## src/rtl/dual_incremental_pid_q10_defines.svh

```systemverilog
// assertion macros for the dual incremental pid block
`ifndef DUAL_INCREMENTAL_PID_Q10_DEFINES_SVH
`define DUAL_INCREMENTAL_PID_Q10_DEFINES_SVH

`ifndef SYNTHESIS

// same-cycle implication
`define DIPQ_ASSERT_IMP(label, clk, rst_n, ante, cons, msg) \
    label: assert property (@(posedge clk) disable iff (!rst_n) (ante) |-> (cons)) \
        else $error(msg);

// next-cycle implication
`define DIPQ_ASSERT_NXT(label, clk, rst_n, ante, cons, msg) \
    label: assert property (@(posedge clk) disable iff (!rst_n) (ante) |=> (cons)) \
        else $error(msg);

`else

`define DIPQ_ASSERT_IMP(label, clk, rst_n, ante, cons, msg)
`define DIPQ_ASSERT_NXT(label, clk, rst_n, ante, cons, msg)

`endif

`endif

```

## src/rtl/dipq_pkg.sv

```systemverilog
// shared types and constants for the dual incremental pid block
package dipq_pkg;

    // field widths
    localparam int GAIN_W    = 16;
    localparam int LIMIT_W   = 31;
    localparam int SPEED_W   = 16;
    localparam int ERR_W     = SPEED_W + 1;
    localparam int ACC_W     = 32;
    localparam int MOTOR_W   = 32;
    localparam int Q_SHIFT   = 10;
    localparam int ADJ_W     = ACC_W - Q_SHIFT + 1;
    localparam int CFG_IDX_W = 3;

    // stages from transaction accept to output register
    localparam int PIPE_DEPTH = 6;

    // gain defaults after reset
    localparam logic [GAIN_W-1:0]  KP_RESET    = GAIN_W'(512);
    localparam logic [GAIN_W-1:0]  KI_RESET    = GAIN_W'(0);
    localparam logic [GAIN_W-1:0]  KD_RESET    = GAIN_W'(81);
    localparam logic [LIMIT_W-1:0] LIMIT_RESET = LIMIT_W'(4096000);

    // bounds of the adjust value
    localparam logic signed [ADJ_W-1:0] ADJ_MAX = 23'sd2097152;
    localparam logic signed [ADJ_W-1:0] ADJ_MIN = -23'sd2097152;

    // configuration register indexes
    typedef enum logic [CFG_IDX_W-1:0] {
        REG_KP_LEFT     = 3'd0,
        REG_KI_LEFT     = 3'd1,
        REG_KD_LEFT     = 3'd2,
        REG_LIMIT_LEFT  = 3'd3,
        REG_KP_RIGHT    = 3'd4,
        REG_KI_RIGHT    = 3'd5,
        REG_KD_RIGHT    = 3'd6,
        REG_LIMIT_RIGHT = 3'd7
    } cfg_reg_e_t;

    // per-channel gain set
    typedef struct packed {
        logic [GAIN_W-1:0]  kp;
        logic [GAIN_W-1:0]  ki;
        logic [GAIN_W-1:0]  kd;
        logic [LIMIT_W-1:0] limit;
    } gains_t;

    // stage loads and occupancy from the pipeline control
    typedef struct packed {
        logic [PIPE_DEPTH-1:0] load;
        logic [PIPE_DEPTH-1:0] valid;
    } pipe_ctrl_t;

endpackage

```

## src/rtl/dipq_ctrl.sv

```systemverilog
// stage occupancy and load control for the lane pipelines
module dipq_ctrl
    import dipq_pkg::*;
(
    input  logic       clk,
    input  logic       rst_n,
    input  logic       in_valid,
    output logic       in_ready,
    input  logic       out_ready,
    output logic       out_valid,
    output pipe_ctrl_t ctrl
);

    logic [PIPE_DEPTH-1:0] valid_reg;
    logic [PIPE_DEPTH-1:0] valid_next;
    logic [PIPE_DEPTH-1:0] rdy;
    logic [PIPE_DEPTH-1:0] load;
    logic [PIPE_DEPTH-1:0] drain;

    // a stage can take a transaction when empty or when its content moves on
    always_comb
    begin
        rdy[PIPE_DEPTH-1] = !valid_reg[PIPE_DEPTH-1] || out_ready;
        for (int k = PIPE_DEPTH - 2; k >= 0; k--)
        begin
            rdy[k] = !valid_reg[k] || rdy[k+1];
        end
    end

    // loads and drains per stage
    always_comb
    begin
        load[0] = in_valid && rdy[0];
        for (int k = 1; k < PIPE_DEPTH; k++)
        begin
            load[k] = valid_reg[k-1] && rdy[k];
        end
        for (int k = 0; k < PIPE_DEPTH - 1; k++)
        begin
            drain[k] = valid_reg[k] && rdy[k+1];
        end
        drain[PIPE_DEPTH-1] = valid_reg[PIPE_DEPTH-1] && out_ready;
        for (int k = 0; k < PIPE_DEPTH; k++)
        begin
            valid_next[k] = load[k] || (valid_reg[k] && !drain[k]);
        end
    end

    // occupancy
    always_ff @(posedge clk or negedge rst_n)
    begin
        if (!rst_n)
        begin
            valid_reg <= '0;
        end
        else
        begin
            valid_reg <= valid_next;
        end
    end

    assign in_ready   = rdy[0];
    assign out_valid  = valid_reg[PIPE_DEPTH-1];
    assign ctrl.load  = load;
    assign ctrl.valid = valid_reg;

endmodule

```

## config.mk

```make
export PLATFORM = sky130hd
export DESIGN_NAME = dipq_ctrl
export DESIGN_NICKNAME = d
export VERILOG_FILES = /design/src/rtl/dual_incremental_pid_q10_defines.svh /design/src/rtl/dipq_pkg.sv /design/src/rtl/dipq_ctrl.sv
export SDC_FILE = /design/constraint.sdc
export NUM_CORES = 1
export LEC_CHECK = 0
export ABC_AREA = 1
export ABC_CLOCK_PERIOD_IN_PS = 1100
export BUFFER_PORTS_ARGS = -buffer_cell sky130_fd_sc_hd__buf_2
export CORE_AREA = 2 2 39 41
export CTS_CLUSTER_DIAMETER = 150
export DETAILED_ROUTE_END_ITERATION = 10
export DIE_AREA = 0 0 41 43
export SLEW_MARGIN = 40
export SYNTH_ARGS = -nofsm -noshare
export SYNTH_HDL_FRONTEND = slang
export SYNTH_SLANG_ARGS = --single-unit
```

## constraint.sdc

```tcl
create_clock -name clk -period 1.1 [get_ports clk]
set_clock_uncertainty 0.1 [all_clocks]
set_input_delay 0.055 -clock clk [delete_from_list [all_inputs] [get_ports clk]]
set_output_delay 0.055 -clock clk [all_outputs]
set_load 0.01 [all_outputs]
```

# --- Word-level counts from Yosys, hierarchy flattened ---
# Index checks and enable logic that the tools add are counted.
word_totals:
  regBits: 6
  in_bits: 4
  out_inout_bits: 14
  elab_cells: 38
classes:
  reduce_logical: 37
op_table:
  columns: ["op", "n"]
  rows:
  - ["logical AND 1 bit", 13]
  - ["zero test 1 bit", 12]
  - ["logical OR 1 bit", 12]

# --- Longest topological paths before layout ---
# Gate-level depths: netlist of run 1.
depth:
  ltp_word: 10
  depth_mapped: 6
  ltp_nobuf: 6

# --- Worst setup path after synthesis of run 1 ---
# OpenSTA, ideal clock, no wires.
synth_path:
  path_kind: "register to output"
  start: "reg valid_reg[5]"
  end: "out ctrl[7] (netlist name)"
  arrival_time_ns: 0.936
  required_time_ns: 0.945
  setup_slack_ns: 0.009
  path_stages_with_launch: 6
  path_buffers: 0
  path_cell_list: "dfrtp_1 nand3_2 nor2_2 nand2_1 inv_1 a21oi_1"
synth_rtl:
  columns: ["item", "line_no", "source"]
  rows:
  - ["start, declared", "dipq_ctrl.sv:14", "logic [PIPE_DEPTH-1:0] valid_reg;"]
  - ["start signal, assigned", "dipq_ctrl.sv:58", "valid_reg <= valid_next;"]
  - ["end, declared", "dipq_ctrl.sv:11", "output pipe_ctrl_t ctrl"]

==> results of run 1 <==
## power breakdown
group | switching (mW) | internal (mW)
registers | 0.0587 | 0.291
logic | 0.318 | 0.278
clock network | 0.0756 | 0.123
total | 0.452 | 0.691
## how the worst min path moves through the flow
| stage | start | end | slack (ps) | depth (start not counted) |
|---|---|---|---|---|
| final | out_ready | valid_reg[5] | 20 | 4 |
| after global routing | out_ready | valid_reg[5] | 30 | 4 |
| after CTS | out_ready | valid_reg[5] | 10 | 4 |
| after detailed placement | rst_n | valid_reg[3] | -210 | 1 |
| after global placement | rst_n | valid_reg[3] | -220 | 1 |
| after floorplan | rst_n | valid_reg[0] | -340 | 0 |
## synth_stat cells, drive strengths merged
master / count / share of area
inv: 11 / 0.14
nand2: 10 / 0.13
dfrtp: 6 / 0.52
nor2: 3 / 0.047
nand3: 2 / 0.051
a21oi: 1 / 0.017
buf: 1 / 0.026
nand4: 1 / 0.043
o21ai: 1 / 0.030
## kinds of logic after synthesis
kind of cell | count (synthesis)
simple gates | 16
compound gates | 2
buf+inv | 12
flops | 6
## repair_timing
action,CTS,global route
hold endpoints to repair,7,0
endpoints found under the setup margin,8,10
hold buffers,2,0
buffers inserted,2,0
pin swaps,0,1
gates resized for setup,2,3
## final cells by class
type / instances / area share
inverter: 11 / 0.08483
clock buffer: 3 / 0.04627
timing repair buffer: 25 / 0.3085
sequential: 6 / 0.3085
tap: 16 / 0.04113
multi-input combinational: 18 / 0.2108
## metal layers
metal / vias to the layer above / wire length (µm)
met5: - / 0
met4: 0 / 0
met3: 0 / 66
met2: 16 / 311
met1: 129 / 289
li1: 158 / -
## metrics by stage
step | setup slack, ps | power (mW) | TNS (ps)
final | -227.2 | 1.144 | -1143
after global routing | -297.2 | 1.248 | -1723
after CTS | -251.0 | 1.143 | -1249
after detailed placement | -3.121 | 0.8909 | -3.121
after global placement | 6.669 | 0.8780 | 0
after floorplan | 9.082 | 0.6296 | 0
## critical path, delay by kind of cell, from the launching register on
family / cells / cell delay, ps
simple gates: 3 / 320
flops: 1 / 370
buf+inv: 2 / 200
compound gates: 1 / 50
==> key figures, run 1 <==
Synthesis
  – Count of cell types in the netlist: 11
  – Main combinational cell family by area after synthesis: simple AND/OR/NAND/NOR gates
  – Synth warnings: 0
  – Post-Syn Area: 291.5 µm²
  – Register area share after synthesis: 0.5150
  – Compound-Gate Fraction of Synth Area: 0.04721
  – Synthesized area per cell: 8.098 µm²
  – Mux contribution to synthesized area: 0
  – Post-Synthesis Net Count: 40
  – Synth Area in Simple Gates: 0.2704
  – Mapped Cells: 36
  – #FFs+latches synth: 6
  – Synth Area in XOR/XNOR: 0
  – Adder-cell share of the synthesized area: 0

Finish
  – Layout area overhead: 66.95%
  – Diode count: 0
  – Storage cell area: 150.1 µm²
  – Fin area: 486.7 µm²
  – Nets: 69
  – Multi-input combinational cell area: 102.6 µm²
  – Most common cell after layout, fill and taps aside: buf_2
  – Fin util: 0.3517
  – Final Non-Filler Cells: 79
  – Max reg flops: 6
  – Commonest cells after routing, fill and taps aside: buf_2, nand2_1, inv_1
  – Fill cells: 151
  – Share of final-layout standard cells stronger than drive strength 1: 0.5397

Clock tree
  – Worst-path clk slew: 40 ps
  – Worst-Skew Late Latency: 240 ps
  – H-tree lvl count: 1
  – Clock buffer depth: 2
  – CTS tree: done
  – Clock sinks: 6
  – Clock buffer count from CTS: 3
  – Root Driver: clkbuf_4

Outcome
  – Status: finished, violations left
  – Failing checks: setup timing

STA
  – RSZ-0062 raised after global routing: true
  – Fmax: 753.5 MHz
  – Final Hold Vio Count: 0
  – Setup ws final: -227.2 ps
  – Final Critical Period: 1327 ps
  – Slew margin rel.: 0.9042
  – Final period util: 1.207
  – Measured slew at the worst slew-check pin: 143.7 ps
  – Final Max Tran Viols: 0
  – Worst hold slack: 17.97 ps
  – Final setup vio count: 7

Die
  – Starting density of the core: 0.2107
  – Io pins: 18
  – Core outline area: 0.001384 mm²
  – Row count: 14
  – Die area: 0.001763 mm²
  – Die Y: 43 µm
  – Die X: 41 µm

Worst setup path
  – Crit Path Class: reg2out
  – Worst EP arrival: 1170 ps
  – Crit path cell chain: nand3_2, nor2_4, nand2_1, inv_2, a21oi_1, buf_2
  – Crit path max fanout: 3
  – Setup slack, reg-to-reg: 0 ps
  – Slowest cell on the critical path: dfrtp_1
  – CP max stage delay: 370 ps
  – R2R depth: 5
  – Worst setup startpoint: valid_reg[5]
  – Reg-to-Reg Start: valid_reg[5]
  – Worst path required time: 940 ps
  – Worst Setup EP: ctrl[7]
  – Worst r2r dst: valid_reg[1]
  – Nature of the critical path startpoint: register
  – Worst setup EP type: primary output

Power
  – Leakage: 0.2922 nW
  – Cell Pwr Density: 2349 mW/mm²
  – Peak supply drop: 0.7546 mV

Placed design
  – Cells after DPL: 72
  – RD Place Congestion: 0.6231
  – DPL Wire Length: 508.9 µm
  – Post-DP Area: 419.2 µm²
  – I/O Buffers: 17

Global route
  – Vias in the first global route: 246
  – GR Layer Usage met3: 0.04712
  – GRT Total Usage: 0.08898
  – Pin count of the biggest net entering global routing: 7
  – Grt ovf: 0
  – Gr busiest metal: met2
  – Met1 Usage GRT: 0.09211
  – Antenna violations before repair: 0
  – First-pass GRT wire length: 979 µm
  – Met2 usage: 0.1313

Worst hold path
  – Hold Path Class: in2reg

Detailed routing
  – Drt first-iter violations: 3
  – Wire per inst: 8.443 µm
  – DRT antenna net count: 0
  – Detailed-route DRC error count: 0
  – Routed Wire Length: 667 µm
  – DR pass1 iterations: 2
  – Post-DR vias/cell: 3.835
  – Vias after detailed routing: 303

Run
  – Max-cap viol count: 0
No activity file was read; power rests on OpenSTA's default activity.
==> inputs of run 2 (changes only) <==
--- a/config.mk
+++ b/config.mk
@@ -12,6 +12,7 @@
 export CTS_CLUSTER_DIAMETER = 150
 export DETAILED_ROUTE_END_ITERATION = 10
 export DIE_AREA = 0 0 41 43
+export REMOVE_ABC_BUFFERS = 1
 export SLEW_MARGIN = 40
 export SYNTH_ARGS = -nofsm -noshare
 export SYNTH_HDL_FRONTEND = slang
==> run 2 against run 1 <==
The run still ends with setup timing left. Highest routed layer unchanged. Clock power hardly changed. First-iteration DRC count stayed put. Wire length is 6.0% lower. Total power is 0.25% higher. Die area stayed put. Setup slack worse by 17 ps. Final area is 2.1% higher. Cell count is 1.3% lower. Sequential share of layout area is 0.62 points lower. Maximum frequency is 1.3% lower. Clock-buffer cell count stayed put. Sequential cell count stayed put.
==> key figures, run 2 (same netlist as run 1, synthesis figures left out) <==
STA
  – Slew margin rel.: 0.8680
  – Setup ws final: -244.3 ps
  – Setup TNS: -1144 ps
  – Final period util: 1.222
  – Fmax: 743.9 MHz
  – Final Max Tran Viols: 0
  – Measured slew at the worst slew-check pin: 198.1 ps
  – Final Hold Vio Count: 0
  – RSZ-0062 raised after global routing: true
  – Final setup vio count: 7
  – Final Critical Period: 1344 ps

Global route
  – Pin count of the biggest net entering global routing: 7
  – Grt ovf: 0
  – Antenna violations before repair: 0
  – GRT Total Usage: 0.08485
  – Vias in the first global route: 242
  – First-pass GRT wire length: 938 µm

Placed design
  – I/O Buffers: 17
  – DPL Wire Length: 479.7 µm
  – Pre-CTS setup slack: -18.39 ps
  – RD Place Congestion: 0.6762

Worst setup path
  – Worst EP arrival: 1190 ps
  – CP max stage delay: 370 ps
  – Nature of the critical path startpoint: register
  – Slowest cell on the critical path: dfrtp_1
  – Worst path required time: 940 ps
  – Crit Path Class: reg2out
  – Crit path cell chain: nand3_2, nor2_4, nand2_2, inv_2, a21oi_1, buf_2
  – Crit path max fanout: 3
  – Worst setup EP type: primary output

Finish
  – Commonest cells after routing, fill and taps aside: buf_2, nand2_1, inv_1
  – Max reg flops: 6
  – Storage cell area: 150.1 µm²
  – Layout area overhead: 70.39%
  – Share of final-layout standard cells stronger than drive strength 1: 0.5484
  – Multi-input combinational cell area: 113.9 µm²
  – Diode count: 0
  – Fill cells: 155
  – Nets: 68
  – Fin util: 0.3590
  – Most common cell after layout, fill and taps aside: buf_2

Detailed routing
  – Detailed-route DRC error count: 0
  – Post-DR vias/cell: 3.782
  – Wire per inst: 8.038 µm
  – Routed Wire Length: 627 µm
  – DR pass1 iterations: 2
  – DRT antenna net count: 0
  – Vias after detailed routing: 295
  – Drt first-iter violations: 3

Clock tree
  – Worst-path clk slew: 40 ps
  – Clock buffer count from CTS: 3
  – Root Driver: clkbuf_4
  – Worst-Skew Late Latency: 240 ps
  – H-tree lvl count: 1
  – CTS tree: done
  – Clock sinks: 6
  – Clock buffer depth: 2

Outcome
  – Status: finished, violations left
  – Failing checks: setup timing

Die
  – Die Y: 43 µm
  – Io pins: 18
  – Core outline area: 0.001384 mm²
  – Starting density of the core: 0.2107
  – Die X: 41 µm
  – Die area: 0.001763 mm²
  – Row count: 14

Power
  – Peak supply drop: 0.7454 mV
  – Cell Pwr Density: 2308 mW/mm²
  – Leakage: 0.2919 nW
  – Pwr Total: 1.146 mW

Run
  – Max-cap viol count: 0

Worst hold path
  – Hold Path Class: in2reg
## run 2: cell types whose count changed in the layout (fill, tap and decap cells not counted), sizes merged
cell / before / now
buf: 23 / 22
## run 2: final cells by class
| cell class | count | share of cell area |
|---|---|---|
| Clock buffer | 3 | 0.04534 |
| Multi-Input combinational cell | 18 | 0.2292 |
| Timing Repair Buffer | 24 | 0.2997 |
| Sequential cell | 6 | 0.3023 |
| Tap cell | 16 | 0.04030 |
| Inverter | 11 | 0.08312 |
## run 2: what timing repair did
| item | CTS | global route |
|---|---|---|
| endpoints found under the hold margin | 7 | 0 |
| gates resized for setup | 6 | 2 |
| hold buffers | 2 | 0 |
| cloned | 0 | 0 |
| setup buffers | 0 | 1 |
| setup endpoints to repair | 7 | 7 |
## run 2: per-layer routing
layer,GRT usage,share of wire,vias up
met5,0,0,-
met4,0.06000,0,0
met3,0.04712,0.11,0
met2,0.1156,0.44,15
met1,0.09508,0.44,123
li1,-,-,157
## run 2: final timing paths
| kind | startpoint | end | slack [ps] | cells after the start |
|---|---|---|---|---|
| setup / recovery | valid_reg[5] | ctrl[7] | -240 | 6 |
| hold / removal | out_ready | valid_reg[5] | 10 | 4 |
| setup reg to reg | valid_reg[5] | valid_reg[0] | 30 | 5 |
| hold reg to reg | valid_reg[3] | valid_reg[4] | 410 | 2 |
| max in group asynchronous | rst_n | valid_reg[1] | 680 | 2 |
| min in group asynchronous | rst_n | valid_reg[3] | 80 | 2 |
## run 2: metrics by stage
stage	area (µm²)	std cells	hold WS, ps
5_1_grt	496.7	78	32.36
4_1_cts	474.2	77	12.24
3_5_place_dp	419.2	72	-213.6
3_3_place_gp	419.2	72	-215.3
6_report	496.7	78	14.23
2_1_floorplan	284.0	35	-340.6
## run 2: worst max-delay path, delay by kind of cell (launching register included)
family          cells  cell delay, ps
compound gates      1              50
flops               1             370
simple gates        3             330
buf+inv             2             200
## run 2: power breakdown
group | leakage, nW | internal (mW) | switching (mW)
Sequential | 0.0660 | 0.290 | 0.0596
Clock | 0.0138 | 0.123 | 0.0759
Combinational | 0.212 | 0.275 | 0.322
Total | 0.292 | 0.688 | 0.458
