[src/rtl/dual_incremental_pid_q10_defines.svh]
// assertion macros for the dual incremental pid block
`ifndef DUAL_INCREMENTAL_PID_Q10_DEFINES_SVH
`define DUAL_INCREMENTAL_PID_Q10_DEFINES_SVH

`ifndef SYNTHESIS

// same-cycle implication
`define DIPQ_ASSERT_IMP(label, clk, rst_n, ante, cons, msg) \
    label: assert property (@(posedge clk) disable iff (!rst_n) (ante) |-> (cons)) \
        else $error(msg);

// next-cycle implication
`define DIPQ_ASSERT_NXT(label, clk, rst_n, ante, cons, msg) \
    label: assert property (@(posedge clk) disable iff (!rst_n) (ante) |=> (cons)) \
        else $error(msg);

`else

`define DIPQ_ASSERT_IMP(label, clk, rst_n, ante, cons, msg)
`define DIPQ_ASSERT_NXT(label, clk, rst_n, ante, cons, msg)

`endif

`endif

[src/rtl/dipq_pkg.sv]
// shared types and constants for the dual incremental pid block
package dipq_pkg;

    // field widths
    localparam int GAIN_W    = 16;
    localparam int LIMIT_W   = 31;
    localparam int SPEED_W   = 16;
    localparam int ERR_W     = SPEED_W + 1;
    localparam int ACC_W     = 32;
    localparam int MOTOR_W   = 32;
    localparam int Q_SHIFT   = 10;
    localparam int ADJ_W     = ACC_W - Q_SHIFT + 1;
    localparam int CFG_IDX_W = 3;

    // stages from transaction accept to output register
    localparam int PIPE_DEPTH = 6;

    // gain defaults after reset
    localparam logic [GAIN_W-1:0]  KP_RESET    = GAIN_W'(512);
    localparam logic [GAIN_W-1:0]  KI_RESET    = GAIN_W'(0);
    localparam logic [GAIN_W-1:0]  KD_RESET    = GAIN_W'(81);
    localparam logic [LIMIT_W-1:0] LIMIT_RESET = LIMIT_W'(4096000);

    // bounds of the adjust value
    localparam logic signed [ADJ_W-1:0] ADJ_MAX = 23'sd2097152;
    localparam logic signed [ADJ_W-1:0] ADJ_MIN = -23'sd2097152;

    // configuration register indexes
    typedef enum logic [CFG_IDX_W-1:0] {
        REG_KP_LEFT     = 3'd0,
        REG_KI_LEFT     = 3'd1,
        REG_KD_LEFT     = 3'd2,
        REG_LIMIT_LEFT  = 3'd3,
        REG_KP_RIGHT    = 3'd4,
        REG_KI_RIGHT    = 3'd5,
        REG_KD_RIGHT    = 3'd6,
        REG_LIMIT_RIGHT = 3'd7
    } cfg_reg_e_t;

    // per-channel gain set
    typedef struct packed {
        logic [GAIN_W-1:0]  kp;
        logic [GAIN_W-1:0]  ki;
        logic [GAIN_W-1:0]  kd;
        logic [LIMIT_W-1:0] limit;
    } gains_t;

    // stage loads and occupancy from the pipeline control
    typedef struct packed {
        logic [PIPE_DEPTH-1:0] load;
        logic [PIPE_DEPTH-1:0] valid;
    } pipe_ctrl_t;

endpackage

[src/rtl/dipq_lane.sv]
// one pid channel: error history, gain products, accumulator, clamp and motor sum
module dipq_lane
    import dipq_pkg::*;
(
    input  logic                      clk,
    input  logic                      rst_n,
    input  pipe_ctrl_t                ctrl,
    input  gains_t                    gains,
    input  logic signed [SPEED_W-1:0] setpoint,
    input  logic signed [SPEED_W-1:0] measured,
    input  logic                      enable,
    input  logic signed [MOTOR_W-1:0] motor_in,
    output logic signed [ADJ_W-1:0]   adjust,
    output logic signed [MOTOR_W-1:0] motor_out
);

    localparam int D1_W = ERR_W + 1;
    localparam int D2_W = ERR_W + 2;
    localparam int SH_W = ACC_W - Q_SHIFT;

    // error history
    logic signed [ERR_W-1:0]   e1_reg;
    logic signed [ERR_W-1:0]   e2_reg;
    logic signed [ERR_W-1:0]   err;
    logic signed [D1_W-1:0]    d1;
    logic signed [D2_W-1:0]    d2;

    // stage 1
    logic signed [ERR_W-1:0]   err1_reg;
    logic signed [D1_W-1:0]    d1_reg;
    logic signed [D2_W-1:0]    d2_reg;
    logic                      en1_reg;
    logic signed [MOTOR_W-1:0] motor1_reg;

    // stage 2
    logic signed [GAIN_W+D1_W:0]   pp_full;
    logic signed [GAIN_W+ERR_W:0]  pi_full;
    logic signed [GAIN_W+D2_W:0]   pd_full;
    logic [ACC_W-1:0]              pp2_reg;
    logic [ACC_W-1:0]              pi2_reg;
    logic [ACC_W-1:0]              pd2_reg;
    logic                          en2_reg;
    logic signed [MOTOR_W-1:0]     motor2_reg;

    // stage 3
    logic [ACC_W-1:0]          inc3_reg;
    logic                      en3_reg;
    logic signed [MOTOR_W-1:0] motor3_reg;

    // stage 4, the accumulator itself
    logic [ACC_W-1:0]          acc_reg;
    logic signed [MOTOR_W-1:0] motor4_reg;

    // stage 5
    logic signed [ACC_W-1:0]   acc_s;
    logic signed [ACC_W-1:0]   lim_pos;
    logic signed [ACC_W-1:0]   lim_neg;
    logic signed [ACC_W-1:0]   clamped;
    logic signed [SH_W-1:0]    shifted;
    logic signed [ADJ_W-1:0]   adj;
    logic signed [ADJ_W-1:0]   adj5_reg;
    logic signed [MOTOR_W-1:0] motor5_reg;
    logic signed [MOTOR_W:0]   motor_sum;

    // error and its first and second differences
    assign err = {measured[SPEED_W-1], measured} - {setpoint[SPEED_W-1], setpoint};
    assign d1  = {err[ERR_W-1], err} - {e1_reg[ERR_W-1], e1_reg};
    assign d2  = {{2{err[ERR_W-1]}}, err} - {e1_reg[ERR_W-1], e1_reg, 1'b0}
               + {{2{e2_reg[ERR_W-1]}}, e2_reg};

    // history shifts on accept, cleared by a disabled tick
    always_ff @(posedge clk or negedge rst_n)
    begin
        if (!rst_n)
        begin
            e1_reg <= '0;
            e2_reg <= '0;
        end
        else if (ctrl.load[0])
        begin
            if (enable)
            begin
                e1_reg <= err;
                e2_reg <= e1_reg;
            end
            else
            begin
                e1_reg <= '0;
                e2_reg <= '0;
            end
        end
    end

    // stage 1 capture
    always_ff @(posedge clk)
    begin
        if (ctrl.load[0])
        begin
            err1_reg   <= err;
            d1_reg     <= d1;
            d2_reg     <= d2;
            en1_reg    <= enable;
            motor1_reg <= motor_in;
        end
    end

    // gain products, only the low word matters for the wrapping sum
    assign pp_full = $signed({1'b0, gains.kp}) * d1_reg;
    assign pi_full = $signed({1'b0, gains.ki}) * err1_reg;
    assign pd_full = $signed({1'b0, gains.kd}) * d2_reg;

    always_ff @(posedge clk)
    begin
        if (ctrl.load[1])
        begin
            pp2_reg    <= pp_full[ACC_W-1:0];
            pi2_reg    <= pi_full[ACC_W-1:0];
            pd2_reg    <= pd_full[ACC_W-1:0];
            en2_reg    <= en1_reg;
            motor2_reg <= motor1_reg;
        end
    end

    // increment
    always_ff @(posedge clk)
    begin
        if (ctrl.load[2])
        begin
            inc3_reg   <= pp2_reg + pi2_reg + pd2_reg;
            en3_reg    <= en2_reg;
            motor3_reg <= motor2_reg;
        end
    end

    // accumulator, wraps modulo two to the word width
    always_ff @(posedge clk or negedge rst_n)
    begin
        if (!rst_n)
        begin
            acc_reg <= '0;
        end
        else if (ctrl.load[3])
        begin
            acc_reg <= en3_reg ? (acc_reg + inc3_reg) : '0;
        end
    end

    always_ff @(posedge clk)
    begin
        if (ctrl.load[3])
        begin
            motor4_reg <= motor3_reg;
        end
    end

    // clamp to plus or minus limit, drop the fraction, negate
    always_comb
    begin
        acc_s   = $signed(acc_reg);
        lim_pos = $signed({1'b0, gains.limit});
        lim_neg = -lim_pos;
        if (acc_s > lim_pos)
        begin
            clamped = lim_pos;
        end
        else if (acc_s < lim_neg)
        begin
            clamped = lim_neg;
        end
        else
        begin
            clamped = acc_s;
        end
        shifted = clamped[ACC_W-1:Q_SHIFT];
        adj     = -$signed({shifted[SH_W-1], shifted});
    end

    always_ff @(posedge clk)
    begin
        if (ctrl.load[4])
        begin
            adj5_reg   <= adj;
            motor5_reg <= motor4_reg;
        end
    end

    // saturating motor sum
    always_comb
    begin
        motor_sum = {motor5_reg[MOTOR_W-1], motor5_reg}
                  + {{(MOTOR_W + 1 - ADJ_W){adj5_reg[ADJ_W-1]}}, adj5_reg};
        if (motor_sum[MOTOR_W] != motor_sum[MOTOR_W-1])
        begin
            motor_out = motor_sum[MOTOR_W] ? {1'b1, {(MOTOR_W - 1){1'b0}}}
                                           : {1'b0, {(MOTOR_W - 1){1'b1}}};
        end
        else
        begin
            motor_out = motor_sum[MOTOR_W-1:0];
        end
    end

    assign adjust = adj5_reg;

endmodule

[config.mk]
export PLATFORM = sky130hd
export DESIGN_NAME = dipq_lane
export DESIGN_NICKNAME = d
export VERILOG_FILES = /design/src/rtl/dual_incremental_pid_q10_defines.svh /design/src/rtl/dipq_pkg.sv /design/src/rtl/dipq_lane.sv
export SDC_FILE = /design/constraint.sdc
export NUM_CORES = 2
export LEC_CHECK = 0
export BUFFER_PORTS_ARGS = -buffer_cell sky130_fd_sc_hd__buf_2
export CELL_PAD_IN_SITES_DETAIL_PLACEMENT = 1
export CELL_PAD_IN_SITES_GLOBAL_PLACEMENT = 2
export CORE_MARGIN = 3
export CORE_UTILIZATION = 35
export CTS_BUF_LIST = sky130_fd_sc_hd__clkbuf_8
export DETAILED_ROUTE_END_ITERATION = 6
export PLACE_DENSITY_LB_ADDON = 0.1
export SETUP_SLACK_MARGIN = 0.2
export SKIP_CTS_REPAIR_TIMING = 1
export SYNTH_ARGS = -nofsm -noshare
export SYNTH_HDL_FRONTEND = slang
export SYNTH_SLANG_ARGS = --single-unit
export TNS_END_PERCENT = 20
[constraint.sdc]
create_clock -name clk -period 8.6 [get_ports clk]
set_input_delay 0.43 -clock clk [delete_from_list [all_inputs] [get_ports clk]]
set_output_delay 0.43 -clock clk [all_outputs]
set_load 0.02 [all_outputs]
# Yosys cells after proc, flatten, opt, wreduce, memory -nomap -nowiden
# Index checks and enable logic that the tools add are counted.
[classes]
addsub = 10
multipliers = 3
magnitude_cmp = 2
eq_ne = 1
mux = 7
[ops]
columns = ["op", "count"]
rows = [
  ["32-bit 2-to-1 mux", 5],
  ["32-bit adder", 3],
  ["17-bit 2-to-1 mux", 2],
  ["32-bit by 23-bit adder with 33-bit output", 1],
  ["32-bit > comparator", 1],
  ["32-bit less-than comparator", 1],
  ["17-bit by 17-bit multiplier with 32-bit output", 1],
  ["17-bit by 18-bit multiplier with 32-bit output", 1],
  ["17-bit by 19-bit multiplier with 32-bit output", 1],
  ["31-bit negation with 32-bit output", 1],
  ["22-bit negation with 23-bit output", 1],
  ["19-bit adder", 1],
  ["17-bit by 18-bit subtractor with 19-bit output", 1],
  ["17-bit by 17-bit subtractor with 18-bit output", 1],
  ["16-bit by 16-bit subtractor with 17-bit output", 1],
  ["1-bit inequality test", 1],
]
[totals]
ff_bits = 434
in_bits = 158
out_inout_bits = 55

# Depth between registers and ports, before layout
[depth]
ltp_word = 5
ltp_mapped = 29
depth_no_buf = 25

# Worst setup path before layout
# No wires, ideal clock.
[synth_timing]
kind = "input-to-reg"
startpoint = "input gains[33] (netlist name)"
endpoint = "register pd2_reg[31] (data pin)"
setup_time_ps = 260
arrival_time_ps = 6235
slack_ps = 2105
path_stages = 24
n_path_buf = 2
cell_sequence = "clkbuf_1 -> clkbuf_1 -> nand2_1 -> fa_1 -> fa_1 -> fa_1 -> inv_1 -> fa_1 -> fa_1 -> inv_1 -> fa_1 -> inv_1 -> ha_1 -> a21o_1 -> a21o_1 -> a21o_1 -> a21oi_1 -> o221a_2 -> o21ai_0 -> a31oi_1 -> o2111ai_1 -> a31o_2 -> a21oi_1 -> xnor2_1"
[synth_between]
elab_chain_cells = 1
[synth_rtl]
columns = ["element", "line_no", "text"]
rows = [
  ["start: declaration", "dipq_lane.sv:8", "input gains_t gains,"],
  ["17-bit by 19-bit multiplier with 32-bit output", "dipq_lane.sv:110", "assign pd_full = $signed({1'b0, gains.kd}) * d2_reg;"],
  ["named net pd_full[31]", "dipq_lane.sv:38", "logic signed [GAIN_W+D2_W:0] pd_full;"],
  ["end signal: assignment", "dipq_lane.sv:118", "pd2_reg <= pd_full[ACC_W-1:0];"],
  ["end: declaration", "dipq_lane.sv:41", "logic [ACC_W-1:0] pd2_reg;"],
]
# The timed path passes the listed nets, and every way through them passes these cells.
# A chain may end at the register's enable or synchronous reset.

# Worst setup path after layout
[layout_timing]
startpoint = "register d2_reg[9]"
endpoint = "register pd2_reg[31] (data pin)"
[layout_between]
elab_chain_cells = 1
[layout_rtl]
columns = ["element", "line_no", "text"]
rows = [
  ["start: declaration", "dipq_lane.sv:31", "logic signed [D2_W-1:0] d2_reg;"],
  ["start signal: assignment", "dipq_lane.sv:101", "d2_reg <= d2;"],
  ["17-bit by 19-bit multiplier with 32-bit output", "dipq_lane.sv:110", ""],
  ["named net pd_full[31]", "dipq_lane.sv:38", ""],
]
# The timed path passes the listed nets, and every way through them passes these cells.

==> summary.md <==
| Metric | Value |
|---|---|
| Status | `completed` |
| Via count | `38030` |
| Number of port buffers | `205` |
| Metal2 WL | `76980 um` |
| Fraction of layout cells with a size suffix above 1 | `0.07328` |
| WS Path Type | `reg -> reg` |
| Largest delay share family, worst path | `adder cells` |
| Count of flip-flops with a built-in enable after synthesis | `368` |
| Sequential area share after synthesis | `0.2327` |
| Via density | `4.863` |
| GRT overflow | `0` |
| Clock-pin slew on the worst setup and hold paths | `60 ps` |
| CP Launch Type | `register` |
| DRC viols | `0` |
| CTS H-tree depth | `3` |
| Period Utilization, post-route | `0.8328` |
| Clock buffer depth | `3` |
| Netlist cell types | `98` |
| Top routing layer used | `met4` |
| Clk sink count | `434` |
| CTS tree | `built` |
| Synthesized flop and latch total | `434` |
| Root Driver | `clkbuf_8` |
| CP arrival | `7580 ps` |
| Initial antenna violation count | `11` |
| Final setup violation count | `0` |
| CP Capture Type | `register` |
| Die area | `0.1607 mm^2` |
| Metal3 WL | `3523 um` |
| Max_cap viols | `0` |
| Drt wl/cell | `20.09 um` |
| FMAX | `0.1396 GHz` |
| Cells along the critical path | `nand2_1 -> fa_1 -> fa_1 -> fa_1 -> inv_1 -> fa_1 -> fa_1 -> inv_1 -> fa_1 -> inv_1 -> ha_1 -> nand3_1 -> o31ai_1 -> nand3_1 -> o21ai_0 -> a31oi_1 -> o2111ai_1 -> a31o_2 -> a21oi_1 -> xnor2_1` |
| Worst hold path class | `in -> reg` |
| Largest net degree at the start of global routing | `86` |
| Worst-path fanout max | `16` |
| Final ANT Viol Nets | `0` |
| Placed wire-length estimate after detailed placement | `127600 um` |
| Worst hold slack | `74.46 ps` |
| IO Count | `213` |
| Worst EP required | `9020 ps` |
| WP buf/inv | `3` |
| Final WL | `157100 um` |
| Post-synth top area cell | `fa_1` |
| Final Slew Violations | `0` |
| Worst clock skew | `73.24 ps` |
| Slew @ Worst Pin | `1109 ps` |
| Worst path max stage delay | `960 ps` |
| Die height | `400.9 um` |
| Cts bufs inserted | `82` |
| First-pass GRT wire length | `248800 um` |
| Clk_lat worst skew | `760 ps` |
| Post-synthesis async set-or-reset flop share | `0.1521` |
| Setup slack after layout | `1438 ps` |
| CP max stage cell | `edfxtp_1` |
| Post-Synthesis Cells | `5508` |
| DRT met1 WL | `72840 um` |
| Gpl congestion | `0.8006` |
| Layout net count | `7165` |
| Ys Warns | `0` |
| Fin crit period | `7162 ps` |
| Gr usage total | `0.2001` |
| Initial DRT Pass Iterations | `5` |
| Yosys top cell area share | `0.2982` |
| Relative slew slack | `0.2415` |
| Area growth, synth to finish | `9.722%` |
| Fin. Hold Viols | `0` |
| Synth top area cells | `fa_1 30%, edfxtp_1 20%, ha_1 11%, inv_1 8.0%, and2_1 4.7%` |
| Drt first-iter violations | `1639` |
| Syn_area_per_cell | `9.909 um^2` |
| Setup Total Neg Slack | `0 ps` |
| Vias in the first global route | `42088` |
| Top_reg_cell synth | `edfxtp_1` |
| Core area | `0.1544 mm^2` |
| Pre-CTS WS | `1368 ps` |
| RSZ-0062 raised after global routing | `no` |
| Die Width | `400.9 um` |
| Most frequent CP cell | `fa_1` |
| Post-Syn Area | `0.05458 mm^2` |
| Row cnt | `144` |
| Initial Utilization | `0.3535` |
| Syn Nets | `6968` |
[layout make-up]
| class | instances | area [um^2] |
|---|---|---|
| sequential | 434 | 12700 |
| timing repair buffer | 275 | 1652 |
| tap | 2044 | 2557 |
| clock buffer | 90 | 1239 |
| antenna | 4 | 10.01 |
| clock inverter | 61 | 504.2 |
| inverter | 1165 | 4373 |
| multi-input combinational | 3747 | 36850 |
| fill | 17480 | 94520 |
[worst paths after layout]
path                                           from                  endpoint  slack (ps)  cells past startpoint
max in group asynchronous                     rst_n     e2_reg[3]$_DFFE_PN0P_        7440                      3
min in group asynchronous                     rst_n    e1_reg[15]$_DFFE_PN0P_         110                      2
setup / recovery                d2_reg[9]$_DFFE_PP_     pd2_reg[31]$_DFFE_PP_        1440                     20
hold / removal                              ctrl[8]  motor3_reg[30]$_DFFE_PP_          70                      1
hold reg to reg            motor2_reg[14]$_DFFE_PP_  motor3_reg[14]$_DFFE_PP_         410                      0
setup reg to reg                d2_reg[9]$_DFFE_PP_     pd2_reg[31]$_DFFE_PP_        1440                     20
[placed cells by master (no fill, tap or decap), types with 11 or more instances in the layout]
master / count
a21o_1: 104
nand2b_1: 31
clkinv_1: 12
clkinv_2: 11
o31ai_1: 13
o21a_1: 40
dlygate4sd3_1: 33
xor2_1: 77
o21bai_1: 17
dfrtp_1: 66
and2_1: 408
and3_1: 22
xnor2_1: 194
edfxtp_1: 368
nor2b_1: 35
nor3_1: 57
nor2_1: 151
a21oi_1: 188
buf_2: 201
o211ai_1: 16
inv_1: 1186
ha_1: 489
o21ai_0: 135
nand4_1: 21
nand2_1: 563
o22ai_1: 36
a211oi_1: 21
fa_1: 813
nand3_1: 95
a31oi_1: 22
clkbuf_8: 90
buf_4: 39
[cells by family (layout without fill, tap and decap cells)]
family,count (synthesis),in the layout,synth area share
buf+inv,1327,1591,0.09213
flops,434,434,0.2327
xor+xnor,273,273,0.04408
compound gates,702,702,0.08432
fa+ha+maj,1309,1309,0.4116
mux,15,15,0.002888
simple gates,1448,1448,0.1323
other cells,0,4,0
[Yosys cell counts, types with 66 or more instances]
cell,n
edfxtp_1,368
a21oi_1,188
nand3_1,95
inv_1,1164
dfrtp_1,66
a21o_1,104
fa_1,813
nand2_1,563
nor2_1,151
ha_1,489
and2_1,408
clkbuf_1,138
o21ai_0,136
xor2_1,77
xnor2_1,194
[worst register-to-register path: stages (launching register included)]
cell,delay [ps]
edfxtp_1,960
nand2_1,200
fa_1,530
fa_1,460
fa_1,540
inv_1,50
fa_1,540
fa_1,520
inv_1,50
fa_1,470
inv_1,40
ha_1,380
nand3_1,110
o31ai_1,600
nand3_1,200
o21ai_0,300
a31oi_1,210
o2111ai_1,290
a31o_2,200
a21oi_1,70
xnor2_1,130
[layer usage]
layer | track usage | up-vias
li1 | - | 17887
met1 | 0.2694 | 19516
met2 | 0.3460 | 451
met3 | 0.02049 | 176
met4 | 0.04877 | 0
met5 | 0 | -
[stage by stage]
| step | instance area, um^2 | util | cells |
|---|---|---|---|
| 2_1_floorplan | 54580 | - | 5508 |
| 3_3_place_gp | 57800 | 0.3743 | 7632 |
| 3_5_place_dp | 57800 | 0.3743 | 7632 |
| 4_1_cts | 59540 | 0.3856 | 7783 |
| 5_1_grt | 59880 | 0.3878 | 7817 |
| 6_report | 59880 | 0.3878 | 7820 |
Power is left out: the tool's default activity adds up to more than one toggle a clock period on the data nets, which glitch-free logic cannot reach.
